[config.mk]
export PLATFORM = sky130hd
export DESIGN_NAME = alternating_bit_packet_receiver
export DESIGN_NICKNAME = d
export VERILOG_FILES = /design/src/rtl/abpr_pkg.sv /design/src/rtl/alternating_bit_packet_receiver.sv /design/src/rtl/abpr_check.sv /design/src/rtl/abpr_ctrl.sv
export SDC_FILE = /design/constraint.sdc
export NUM_CORES = 1
export LEC_CHECK = 0
export BUFFER_PORTS_ARGS = -buffer_cell sky130_fd_sc_hd__buf_4
export CAP_MARGIN = 20
export CORE_MARGIN = 8
export CORE_UTILIZATION = 45
export CTS_CLUSTER_SIZE = 25
export DETAILED_ROUTE_END_ITERATION = 8
export GPL_TIMING_DRIVEN = 1
export PLACE_DENSITY_LB_ADDON = 0.12
export SLEW_MARGIN = 20
export SYNTH_ARGS = -nofsm -noshare
export SYNTH_HDL_FRONTEND = slang
export SYNTH_SLANG_ARGS = --single-unit
export TNS_END_PERCENT = 20
[constraint.sdc]
create_clock -name clk -period 6.72 [get_ports clk]
set_input_delay 2.016 -clock clk [delete_from_list [all_inputs] [get_ports clk]]
set_output_delay 2.016 -clock clk [all_outputs]
set_load 0.01 [all_outputs]
[src/rtl/abpr_pkg.sv]
// types, constants and packet layout for the alternating-bit packet receiver
// no dependencies
package abpr_pkg;

    localparam int unsigned BYTE_W   = 8;
    localparam int unsigned INDEX_W  = 16;
    localparam int unsigned COUNT_W  = 17;
    localparam int unsigned S_DATA_W = 48;
    localparam int unsigned M_DATA_W = 48;

    localparam int unsigned TYPE_BIT = 1;
    localparam int unsigned SEQ_BIT  = 0;

    localparam logic [INDEX_W-1:0] RESET_LENGTH = 16'd50;
    localparam logic [COUNT_W-1:0] COUNT_STEP   = 17'd3;

    typedef enum logic [1:0] {
        KIND_INVALID = 2'd0,
        KIND_META    = 2'd1,
        KIND_DATA    = 2'd2
    } packet_kind_t;

    typedef struct packed {
        logic [BYTE_W-1:0] check_low;
        logic [BYTE_W-1:0] check_high;
        logic [BYTE_W-1:0] payload_c;
        logic [BYTE_W-1:0] payload_b;
        logic [BYTE_W-1:0] payload_a;
        logic [BYTE_W-1:0] control_byte;
    } packet_t;

    typedef struct packed {
        packet_kind_t       packet_kind;
        logic               accepted;
        logic [INDEX_W-1:0] write_index;
        logic [BYTE_W-1:0]  out_a;
        logic [BYTE_W-1:0]  out_b;
        logic [BYTE_W-1:0]  out_c;
        logic               ack_drive;
        logic               busy_res;
    } result_t;

    typedef struct packed {
        logic               active;
        logic               expected;
        logic [COUNT_W-1:0] byte_count;
        logic [INDEX_W-1:0] target_length;
    } status_t;

endpackage

[src/rtl/alternating_bit_packet_receiver.sv]
// top level of the alternating-bit packet receiver: input register, result register
// depends on abpr_pkg, abpr_check, abpr_ctrl
//
// each request on the s_ side is one poll carrying a six-byte packet; every
// request produces exactly one result on the m_ side, in order
// a packet is taken into the input register, classified and applied to the
// transfer state on its way into the result register
// a request passes through the input register and then the result register
// before its result is offered on the m_ side
// throughput: one request per cycle while m_tready is high, set by one pass
// from input register through check and state logic into the result register
// s_tready stays high while the input register is empty or will move on in
// the same cycle; a stalled m_ side fills both registers and then holds
// s_tready low until m_tready returns
// reset: no transfer active, ack bit low, byte count zero, length 50, and
// both registers empty
// ack_drive in the result follows the ack bit
module alternating_bit_packet_receiver
(
    input  logic        clk,
    input  logic        rst_n,
    input  logic        s_tvalid,
    output logic        s_tready,
    // control_byte, payload_a, payload_b, payload_c, check_high, check_low
    input  logic [47:0] s_tdata,
    output logic        m_tvalid,
    input  logic        m_tready,
    // accepted, write_index, out_a, out_b, out_c, ack_drive, busy_res, zero fill
    output logic [47:0] m_tdata,
    // packet_kind
    output logic [1:0]  m_tuser
);

    logic                   in_valid_reg;
    abpr_pkg::packet_t      in_pkt_reg;
    logic                   out_valid_reg;
    abpr_pkg::result_t      out_res_reg;
    logic                   advance;
    abpr_pkg::packet_kind_t kind;
    abpr_pkg::result_t      res;
    abpr_pkg::status_t      status;

    assign advance  = in_valid_reg && (!out_valid_reg || m_tready);
    assign s_tready = !in_valid_reg || advance;

    always_ff @(posedge clk or negedge rst_n)
    begin
        if (!rst_n)
        begin
            in_valid_reg <= 1'b0;
        end
        else if (s_tready)
        begin
            in_valid_reg <= s_tvalid;
        end
    end

    always_ff @(posedge clk)
    begin
        if (s_tvalid && s_tready)
        begin
            in_pkt_reg <= abpr_pkg::packet_t'(s_tdata);
        end
    end

    abpr_check u_check
    (
        .pkt  (in_pkt_reg),
        .kind (kind)
    );

    abpr_ctrl u_ctrl
    (
        .clk    (clk),
        .rst_n  (rst_n),
        .step   (advance),
        .pkt    (in_pkt_reg),
        .kind   (kind),
        .res    (res),
        .status (status)
    );

    always_ff @(posedge clk or negedge rst_n)
    begin
        if (!rst_n)
        begin
            out_valid_reg <= 1'b0;
        end
        else if (advance)
        begin
            out_valid_reg <= 1'b1;
        end
        else if (m_tready)
        begin
            out_valid_reg <= 1'b0;
        end
    end

    always_ff @(posedge clk)
    begin
        if (advance)
        begin
            out_res_reg <= res;
        end
    end

    assign m_tvalid = out_valid_reg;
    assign m_tuser  = out_res_reg.packet_kind;
    assign m_tdata  = {5'd0,
                       out_res_reg.busy_res,
                       out_res_reg.ack_drive,
                       out_res_reg.out_c,
                       out_res_reg.out_b,
                       out_res_reg.out_a,
                       out_res_reg.write_index,
                       out_res_reg.accepted};

    // taken bytes only come from a valid data packet
    assert property (@(posedge clk) disable iff (!rst_n)
        m_tvalid && m_tdata[0] |-> m_tuser == abpr_pkg::KIND_DATA)
        else $error("accepted result without a data packet");

    // a poll with nothing taken reports zero index and bytes
    assert property (@(posedge clk) disable iff (!rst_n)
        m_tvalid && !m_tdata[0] |-> m_tdata[40:1] == '0)
        else $error("nonzero payload on a result with nothing taken");

    // every taken packet flips the ack bit
    assert property (@(posedge clk) disable iff (!rst_n)
        advance && res.accepted |=> status.expected != $past(status.expected))
        else $error("ack bit did not toggle after a taken packet");

    // while a transfer runs the count never passes the length by more than two
    assert property (@(posedge clk) disable iff (!rst_n)
        status.active |->
            status.byte_count <= ({1'b0, status.target_length} + abpr_pkg::COUNT_W'(2)))
        else $error("byte count overran the target length");

    // the ack bit reported follows the state once the result is registered
    assert property (@(posedge clk) disable iff (!rst_n)
        advance |=> out_res_reg.ack_drive == status.expected
                    && out_res_reg.busy_res == status.active)
        else $error("result status out of step with the transfer state");

endmodule

[src/rtl/abpr_check.sv]
// check word validation and packet classification
// depends on abpr_pkg
module abpr_check
(
    input  abpr_pkg::packet_t      pkt,
    output abpr_pkg::packet_kind_t kind
);

    logic [abpr_pkg::BYTE_W-1:0] parity;
    logic                        check_ok;

    assign parity   = pkt.control_byte ^ pkt.payload_a ^ pkt.payload_b ^ pkt.payload_c;
    assign check_ok = (pkt.check_high == parity) && (pkt.check_low == ~parity);

    always_comb
    begin
        if (!check_ok)
        begin
            kind = abpr_pkg::KIND_INVALID;
        end
        else if (pkt.control_byte[abpr_pkg::TYPE_BIT])
        begin
            kind = abpr_pkg::KIND_DATA;
        end
        else
        begin
            kind = abpr_pkg::KIND_META;
        end
    end

endmodule

[src/rtl/abpr_ctrl.sv]
// transfer state, ack bit and byte count, and the result of one request
// depends on abpr_pkg
module abpr_ctrl
(
    input  logic                   clk,
    input  logic                   rst_n,
    input  logic                   step,
    input  abpr_pkg::packet_t      pkt,
    input  abpr_pkg::packet_kind_t kind,
    output abpr_pkg::result_t      res,
    output abpr_pkg::status_t      status
);

    logic                                 active_reg;
    logic                                 active_next;
    logic                                 expected_reg;
    logic                                 expected_next;
    logic [abpr_pkg::COUNT_W-1:0]         count_reg;
    logic [abpr_pkg::COUNT_W-1:0]         count_next;
    logic [abpr_pkg::INDEX_W-1:0]         length_reg;
    logic [abpr_pkg::INDEX_W-1:0]         length_next;
    logic                                 took;

    assign took = active_reg && (kind == abpr_pkg::KIND_DATA)
                  && (pkt.control_byte[abpr_pkg::SEQ_BIT] == expected_reg);

    always_comb
    begin
        active_next   = active_reg;
        expected_next = expected_reg;
        count_next    = count_reg;
        length_next   = length_reg;
        if (!active_reg)
        begin
            if (kind == abpr_pkg::KIND_META)
            begin
                length_next   = {pkt.payload_a, pkt.payload_b};
                count_next    = '0;
                active_next   = 1'b1;
                expected_next = 1'b1;
            end
        end
        else
        begin
            if (took)
            begin
                count_next    = count_reg + abpr_pkg::COUNT_STEP;
                expected_next = ~expected_reg;
            end
            if (count_next >= {1'b0, length_reg})
            begin
                active_next = 1'b0;
            end
        end
    end

    always_comb
    begin
        res.packet_kind = kind;
        res.accepted    = took;
        res.write_index = took ? count_reg[abpr_pkg::INDEX_W-1:0] : '0;
        res.out_a       = took ? pkt.payload_a : '0;
        res.out_b       = took ? pkt.payload_b : '0;
        res.out_c       = took ? pkt.payload_c : '0;
        res.ack_drive   = expected_next;
        res.busy_res    = active_next;
    end

    always_ff @(posedge clk or negedge rst_n)
    begin
        if (!rst_n)
        begin
            active_reg   <= 1'b0;
            expected_reg <= 1'b0;
            count_reg    <= '0;
            length_reg   <= abpr_pkg::RESET_LENGTH;
        end
        else if (step)
        begin
            active_reg   <= active_next;
            expected_reg <= expected_next;
            count_reg    <= count_next;
            length_reg   <= length_next;
        end
    end

    assign status.active        = active_reg;
    assign status.expected      = expected_reg;
    assign status.byte_count    = count_reg;
    assign status.target_length = length_reg;

endmodule
==> results.txt, run 1 <==
Via density: 5.30
layout cells sized above 1: 27.7%
Worst Path Buf+Inv: 2
Antenna Cells: 0
FP Rows: 42
die width: 131 um
Core Region: 0.0131 mm2
initial core utilization: 45.6%
crit start category: primary input
GP Congestion: 0.860
hold depth: 1
RSZ-0062 raised after global routing: false
Max IR drop VDD: 0.175 mV
total of max-cap violations: 0
drt drc: 0
TNS Setup: 0 ns
Cells after Synth: 465
Seq cells post-synth: 130
hpwl dp: 9.52 mm
clk_skew: 0.0166 ns
Syn Std Cell Area: 0.00597 mm2
Slew Viols, Final: 0
# clock sinks: 130
Leak: 3.15 nW
Clk pwr share: 44.7%
YS warnings: 0
largest net degree at the start of global routing: 52
period utilization: 67.3%
Mapped Avg Cell Area: 12.8 um2
Int Pwr: 0.00150 W
DRT antenna net count: 0
Reg2Reg Setup Slack: 2.39 ns
Crit Path Max Fanout: 3
Num CTS Buffers: 17
Worst path most repeated cell: buf_4
Flop pwr share: 47.5%
Root Driver: clkbuf_16
PostCTS Resize Cnt: 0
Max clock buf depth: 2
IO Pins: 104
Setup Viol. Count Final: 0
initial antenna violation count: 0
drt first pass iters: 4
Worst EP arrival: 2.50 ns
GRT Overall Usage: 16.3%
Iter 0 DRT Violations: 255
drt wl/cell: 18.3 um
WP depth: 3
Vias: 3982
Comb pwr share: 7.9%
Setup crit end kind: primary output
gr ovfl total: 0
first-pass GRT wire length: 22.1 mm
switch share: 23.3%
Worst-path clk slew: 0.05 ns
Clk Latency, worst-skew pair: 0.43 ns
number of global-route vias before repair: 4175
Worst EP required: 4.70 ns
slowest CP cell: nand3b_1
Largest register FFs: 48
R2R depth: 16
final hold vios: 0
number of H-tree levels: 4
P per Cell Area: 264 mW/mm2
P&R area growth vs syn: 24.3%
IO buf count: 98
Die Ht: 131 um
Tightest Pin Transition: 0.992 ns
crit-path leading delay family: buffers and inverters
Tmin final: 4.52 ns
TritonCTS clock tree: yes
Nets: 631
outcome: completed
Peak Freq: 221 MHz
die area: 0.0172 mm2
delay of the slowest critical-path stage: 0.20 ns
setup bufs post-CTS: 0
crit-path cells: buf_4 -> nand3b_1 -> buf_4
Post-Route WL: 13.7 mm
Switch Pwr: 0.000457 W
Tightest Hold Check Type: register to register
CTS Hold Bufs: 0
sequential-to-total area share from yosys stat: 62.4%
critical path type: primary input to primary output
Worst slew margin: 33.7%
fin util: 56.7%
Synth cell types: 48
-- per-layer routing --
| layer | part of all wire (%) | GRT usage, % | wire, um |
|---|---|---|---|
| met4 | 1.4 | 6.65 | 195 |
| met1 | 45 | 20.4 | 6120 |
| met3 | 6.6 | 5.26 | 904 |
| met2 | 47 | 25.7 | 6530 |
| met5 | 0 | 0 | 0 |
-- final timing paths --
kind,startpoint,end
hold / removal,u_ctrl.length_reg[13],u_ctrl.length_reg[13]
setup reg to reg,in_pkt_reg[23],m_tdata[42]
setup / recovery,m_tready,s_tready
max in group asynchronous,rst_n,u_ctrl.length_reg[5]
hold reg to reg,u_ctrl.length_reg[13],u_ctrl.length_reg[13]
min in group asynchronous,rst_n,u_ctrl.count_reg[16]
-- power by group through the flow --
stage	logic, W	clock network (W)	registers, W
2_1_floorplan	0.0000746	0	0.000948
3_3_place_gp	0.000153	0	0.000944
3_5_place_dp	0.000156	0	0.000946
4_1_cts	0.000158	0.000892	0.000930
5_1_grt	0.000169	0.000926	0.000934
6_report	0.000154	0.000874	0.000929
-- cell families (layout without fill, tap and decap cells) --
family / count (synthesis) / in the layout / synth area share [%]
DFF: 130 / 130 / 62.4
and+or+nand+nor: 129 / 129 / 12.7
AOI/OAI and AO/OA: 73 / 73 / 7.69
buffers and inverters: 52 / 158 / 3.61
xor gates and xnor gates: 45 / 45 / 6.60
muxes: 18 / 18 / 3.35
adders and majority gates: 17 / 17 / 3.56
other: 1 / 5 / 0.0628
-- area by class of cell --
type	instances	area [um2]
fillers	1116	5670
flip-flops and latches	130	3720
multi-input cells	287	2050
repair buffers	101	758
clock buffers	20	479
well taps	176	220
clock inverters	12	96.3
inverters	25	93.8
-- stage by stage --
step / instances / cell area, um2 / total power (W) / setup slack [ns] / hold WS (ns)
2_1_floorplan: 469 / 5980 / 0.00102 / 2.32 / 0.471
3_3_place_gp: 719 / 6840 / 0.00110 / 1.96 / 0.492
4_1_cts: 751 / 7420 / 0.00198 / 2.20 / 0.508
3_5_place_dp: 719 / 6840 / 0.00110 / 1.91 / 0.495
5_1_grt: 751 / 7420 / 0.00203 / 2.10 / 0.516
6_report: 751 / 7420 / 0.00196 / 2.20 / 0.508
-- Yosys cell counts (all sizes together) --
library cell,n,area [um2]
mux2,16,180
nor4,11,83.8
o2bb2ai,1,8.76
or3,1,6.26
a21oi,16,80.1
nand4,6,37.5
nor2,9,36.3
inv,25,93.8
dfstp,3,78.8
a31oi,3,18.8
buf,7,46.3
xor2,5,43.8
conb,1,3.75
nor3,6,41.3
o31ai,8,60.1
or3b,1,11.3
edfxtp,93,2790
o2111ai,1,8.76
a21o,10,75.1
nand3,11,55.1
o21ai,22,110
nand3b,2,15.0
and3,42,263
mux2i,2,20.0
a41oi,3,26.3
and2,2,12.5
a211oi,1,7.51
or4,2,22.5
o41a,1,11.3
o21bai,3,22.5
nor2b,1,6.26
o31a,1,8.76
and4,1,8.76
o22ai,1,6.26
nand2b,10,62.6
ha,17,213
nor3b,1,7.51
dfrtp,34,851
xnor2,40,350
clkbuf,20,75.1
and3b,1,8.76
nand2,22,82.6
o211ai,2,15.0
-- worst reg2reg max path, cell delays in order, from the launching register on --
cell	delay (ns)
edfxtp_1	0.42
xor2_1	0.19
xnor2_1	0.36
xnor2_1	0.17
o2111ai_1	0.38
or4_4	0.65
nor2_2	0.35
xnor2_1	0.18
ha_1	0.24
nand2b_1	0.14
a21o_1	0.17
a21o_1	0.17
a211oi_1	0.24
nor4_1	0.08
o211ai_1	0.17
nand3_1	0.11
o21ai_0	0.17
-- layout by cell type (no fill, tap or decap), types with 3 or more instances in the layout --
cell type  count
nand2b_1      10
dfrtp_1       34
a21o_1        10
a21oi_1       16
o21bai_1       3
nor4_1        10
nand3_1       11
xor2_1         5
a31oi_1        3
o31ai_1        8
conb_1         5
buf_4        101
edfxtp_1      93
clkbuf_16     19
nor3_1         5
inv_1         24
mux2_2        16
xnor2_1       40
o21ai_0       22
ha_1          17
and3_1        42
clkinv_4       6
inv_6          3
nand4_1        6
a41oi_1        3
dfstp_2        3
nor2_1         8
nand2_1       22
Note: power is estimated with default switching activity, not from simulation.
==> run 2, diff against run 1 <==
Clock period 6.72 ns to 4.4 ns, I/O delays scaled along.
==> run 2 against run 1 <==
  * Via count rose by 3.5%
  * Count of clock-buffer cells in the layout up 1
  * Flip-flop and latch count is the same
  * Core utilization increased by 0.65 points
  * Total power grew 57%
  * Worst setup slack got worse by 1.9 ns
  * Combinational power is 56% higher
  * Largest cell class unchanged
  * Largest power group unchanged
==> results.txt, run 2 (synthesis results as in run 1) <==
outcome: completed
DP Area: 0.00689 mm2 (+0.77%)
Max IR drop VDD: 0.268 mV (+53%)
Crit Path Max Fanout: 8 (+5)
Reg2Reg Setup Slack: 0.30 ns (-2.09 ns)
Worst EP required: 4.66 ns (-0.04 ns)
Max clock buf depth: 2 (unchanged)
hpwl dp: 9.80 mm (+2.9%)
P&R area growth vs syn: 25.7%
number of H-tree levels: 4 (unchanged)
Num CTS Buffers: 17 (unchanged)
multi-input logic area: 0.00205 mm2 (unchanged)
crit-path leading delay family: simple AND/OR/NAND/NOR gates
initial antenna violation count: 0 (unchanged)
drt drc: 0 (unchanged)
Setup crit end kind: register
gr ovfl total: 0 (unchanged)
first-pass GRT wire length: 22.4 mm (+1.7%)
Worst slew margin: 45.5% (+12 points)
clk_skew: 0.00857 ns (-0.00800 ns)
Largest register FFs: 48 (unchanged)
IO Pins: 104 (unchanged)
Peak Freq: 244 MHz
Comb pwr share: 7.8% (about the same)
Tightest Pin Transition: 0.815 ns (-0.177 ns)
Worst-path clk slew: 0.06 ns (about the same)
Antenna Cells: 0 (unchanged)
CTS Hold Bufs: 0 (unchanged)
Setup Viol. Count Final: 0 (unchanged)
number of global-route vias before repair: 4224 (+1.2%)
Flop pwr share: 46.1% (-1.4 points)
fin util: 57.3% (+0.65 points)
crit-path cells: xnor2_1 -> xnor2_1 -> xnor2_1 -> nand3b_1 -> or4_4 -> nor2_2 -> xnor2_1 -> ha_1 -> nand2b_1 -> a21o_1 -> a21o_1 -> a211oi_1 -> nor4_1 -> o211ai_1 -> nand3_1 -> o21ai_0
Clk Latency, worst-skew pair: 0.42 ns (about the same)
Slew Viols, Final: 0 (unchanged)
Tmin final: 4.10 ns
largest net degree at the start of global routing: 49 (-5.8%)
Die Ht: 131 um (unchanged)
Core Region: 0.0131 mm2 (unchanged)
Iter 0 DRT Violations: 345 (+35%)
Reg area: 0.00372 mm2 (unchanged)
switch share: 22.1% (-1.2 points)
# fillers: 1062 (-4.8%)
Int Pwr: 0.00240 W (+60%)
final hold vios: 0 (unchanged)
GP Congestion: 0.874 (+1.7%)
GRT Overall Usage: 16.7% (+0.35 points)
layout cells sized above 1: 28.5% (+0.87 points)
Worst path most repeated cell: xnor2_1
drt wl/cell: 18.3 um (+0.22%)
die width: 131 um (unchanged)
TNS Setup: 0 ns (unchanged)
Switch Pwr: 0.000682 W (+49%)
RR Startpoint: in_pkt_reg[19]
Via density: 5.44 (+2.5%)
Design Area, Final: 0.00750 mm2 (+1.1%)
critical path type: register to register
Tightest Hold Check Type: register to register
IO buf count: 98 (unchanged)
Clk pwr share: 46.1% (+1.4 points)
Hold Crit Start: u_ctrl.length_reg[14]
crit start category: register
TritonCTS clock tree: yes
Post-Route WL: 13.9 mm (+1.1%)
DRT antenna net count: 0 (unchanged)
initial core utilization: 45.6% (unchanged)
delay of the slowest critical-path stage: 0.61 ns (+0.41 ns)
FP Rows: 42 (unchanged)
setup bufs post-CTS: 0 (unchanged)
slowest CP cell: or4_4
# clock sinks: 130 (unchanged)
Worst Path Buf+Inv: 0 (-2)
most common cell after layout, fill and taps aside: buf_4
die area: 0.0172 mm2 (unchanged)
total of max-cap violations: 0 (unchanged)
worst setup path start: in_pkt_reg[19]
drt first pass iters: 5 (+1)
Worst EP arrival: 4.37 ns (+1.87 ns)
most frequent cells in the layout: buf_4 (108), edfxtp_1 (93), and3_1 (42)
period utilization: 93.3%
Vias: 4121 (+3.5%)
PostCTS Resize Cnt: 0 (unchanged)
Leak: 3.17 nW (+0.82%)
Nets: 638 (+1.1%)
P per Cell Area: 410 mW/mm2 (+55%)
Root Driver: clkbuf_16
RSZ-0062 raised after global routing: false
-- run 2: worst paths after layout --
check / end / depth (start not counted)
worst max register to register: m_tdata[42] / 16
max in group asynchronous: u_ctrl.length_reg[1] / 1
min in group asynchronous: u_ctrl.count_reg[11] / 1
worst min register to register: u_ctrl.length_reg[14] / 1
worst min-delay path: u_ctrl.length_reg[14] / 1
worst max-delay path: m_tdata[42] / 16
-- run 2: final cells by class --
type	count	share of cell area, %
Tap cell	176	2.93
Sequential cell	130	49.6
Timing Repair Buffer	108	10.8
Inverter	25	1.25
Clock buffer	21	6.42
Clock inverter	11	1.68
Multi-Input combinational cell	287	27.3
-- run 2: power by group through the flow --
stage | Clock, W | Sequential [W] | Combinational [W]
floorplan | 0 | 0.00145 | 0.000114
global placement | 0 | 0.00144 | 0.000239
detailed placement | 0 | 0.00144 | 0.000242
CTS | 0.00144 | 0.00142 | 0.000245
global route | 0.00150 | 0.00143 | 0.000263
finish | 0.00142 | 0.00142 | 0.000241
-- run 2: metal layers --
metal / part of all wire (%) / track usage (%) / up-vias
li1: - / - / 1914
met1: 44 / 21.1 / 1993
met2: 47 / 25.4 / 186
met3: 6.8 / 5.41 / 28
met4: 2.3 / 7.88 / 0
met5: 0 / 0 / -
-- run 2: through the flow --
| stage | instances | power, W | hold WS (ns) | worst slack [ns] |
|---|---|---|---|---|
| after floorplan | 469 | 0.00156 | 0.471 | 0.539 |
| after global placement | 726 | 0.00168 | 0.492 | 0.442 |
| after detailed placement | 726 | 0.00169 | 0.497 | 0.399 |
| after CTS | 758 | 0.00311 | 0.510 | 0.313 |
| after global routing | 758 | 0.00318 | 0.528 | 0.0159 |
| final | 758 | 0.00308 | 0.510 | 0.295 |
-- run 2: worst register-to-register path, cell delays in order (launching register included) --
cell	delay [ns]
edfxtp_1	0.43
xnor2_1	0.30
xnor2_1	0.21
xnor2_1	0.17
nand3b_1	0.24
or4_4	0.61
nor2_2	0.27
xnor2_1	0.17
ha_1	0.24
nand2b_1	0.14
a21o_1	0.17
a21o_1	0.17
a211oi_1	0.27
nor4_1	0.09
o211ai_1	0.19
nand3_1	0.11
o21ai_0	0.17
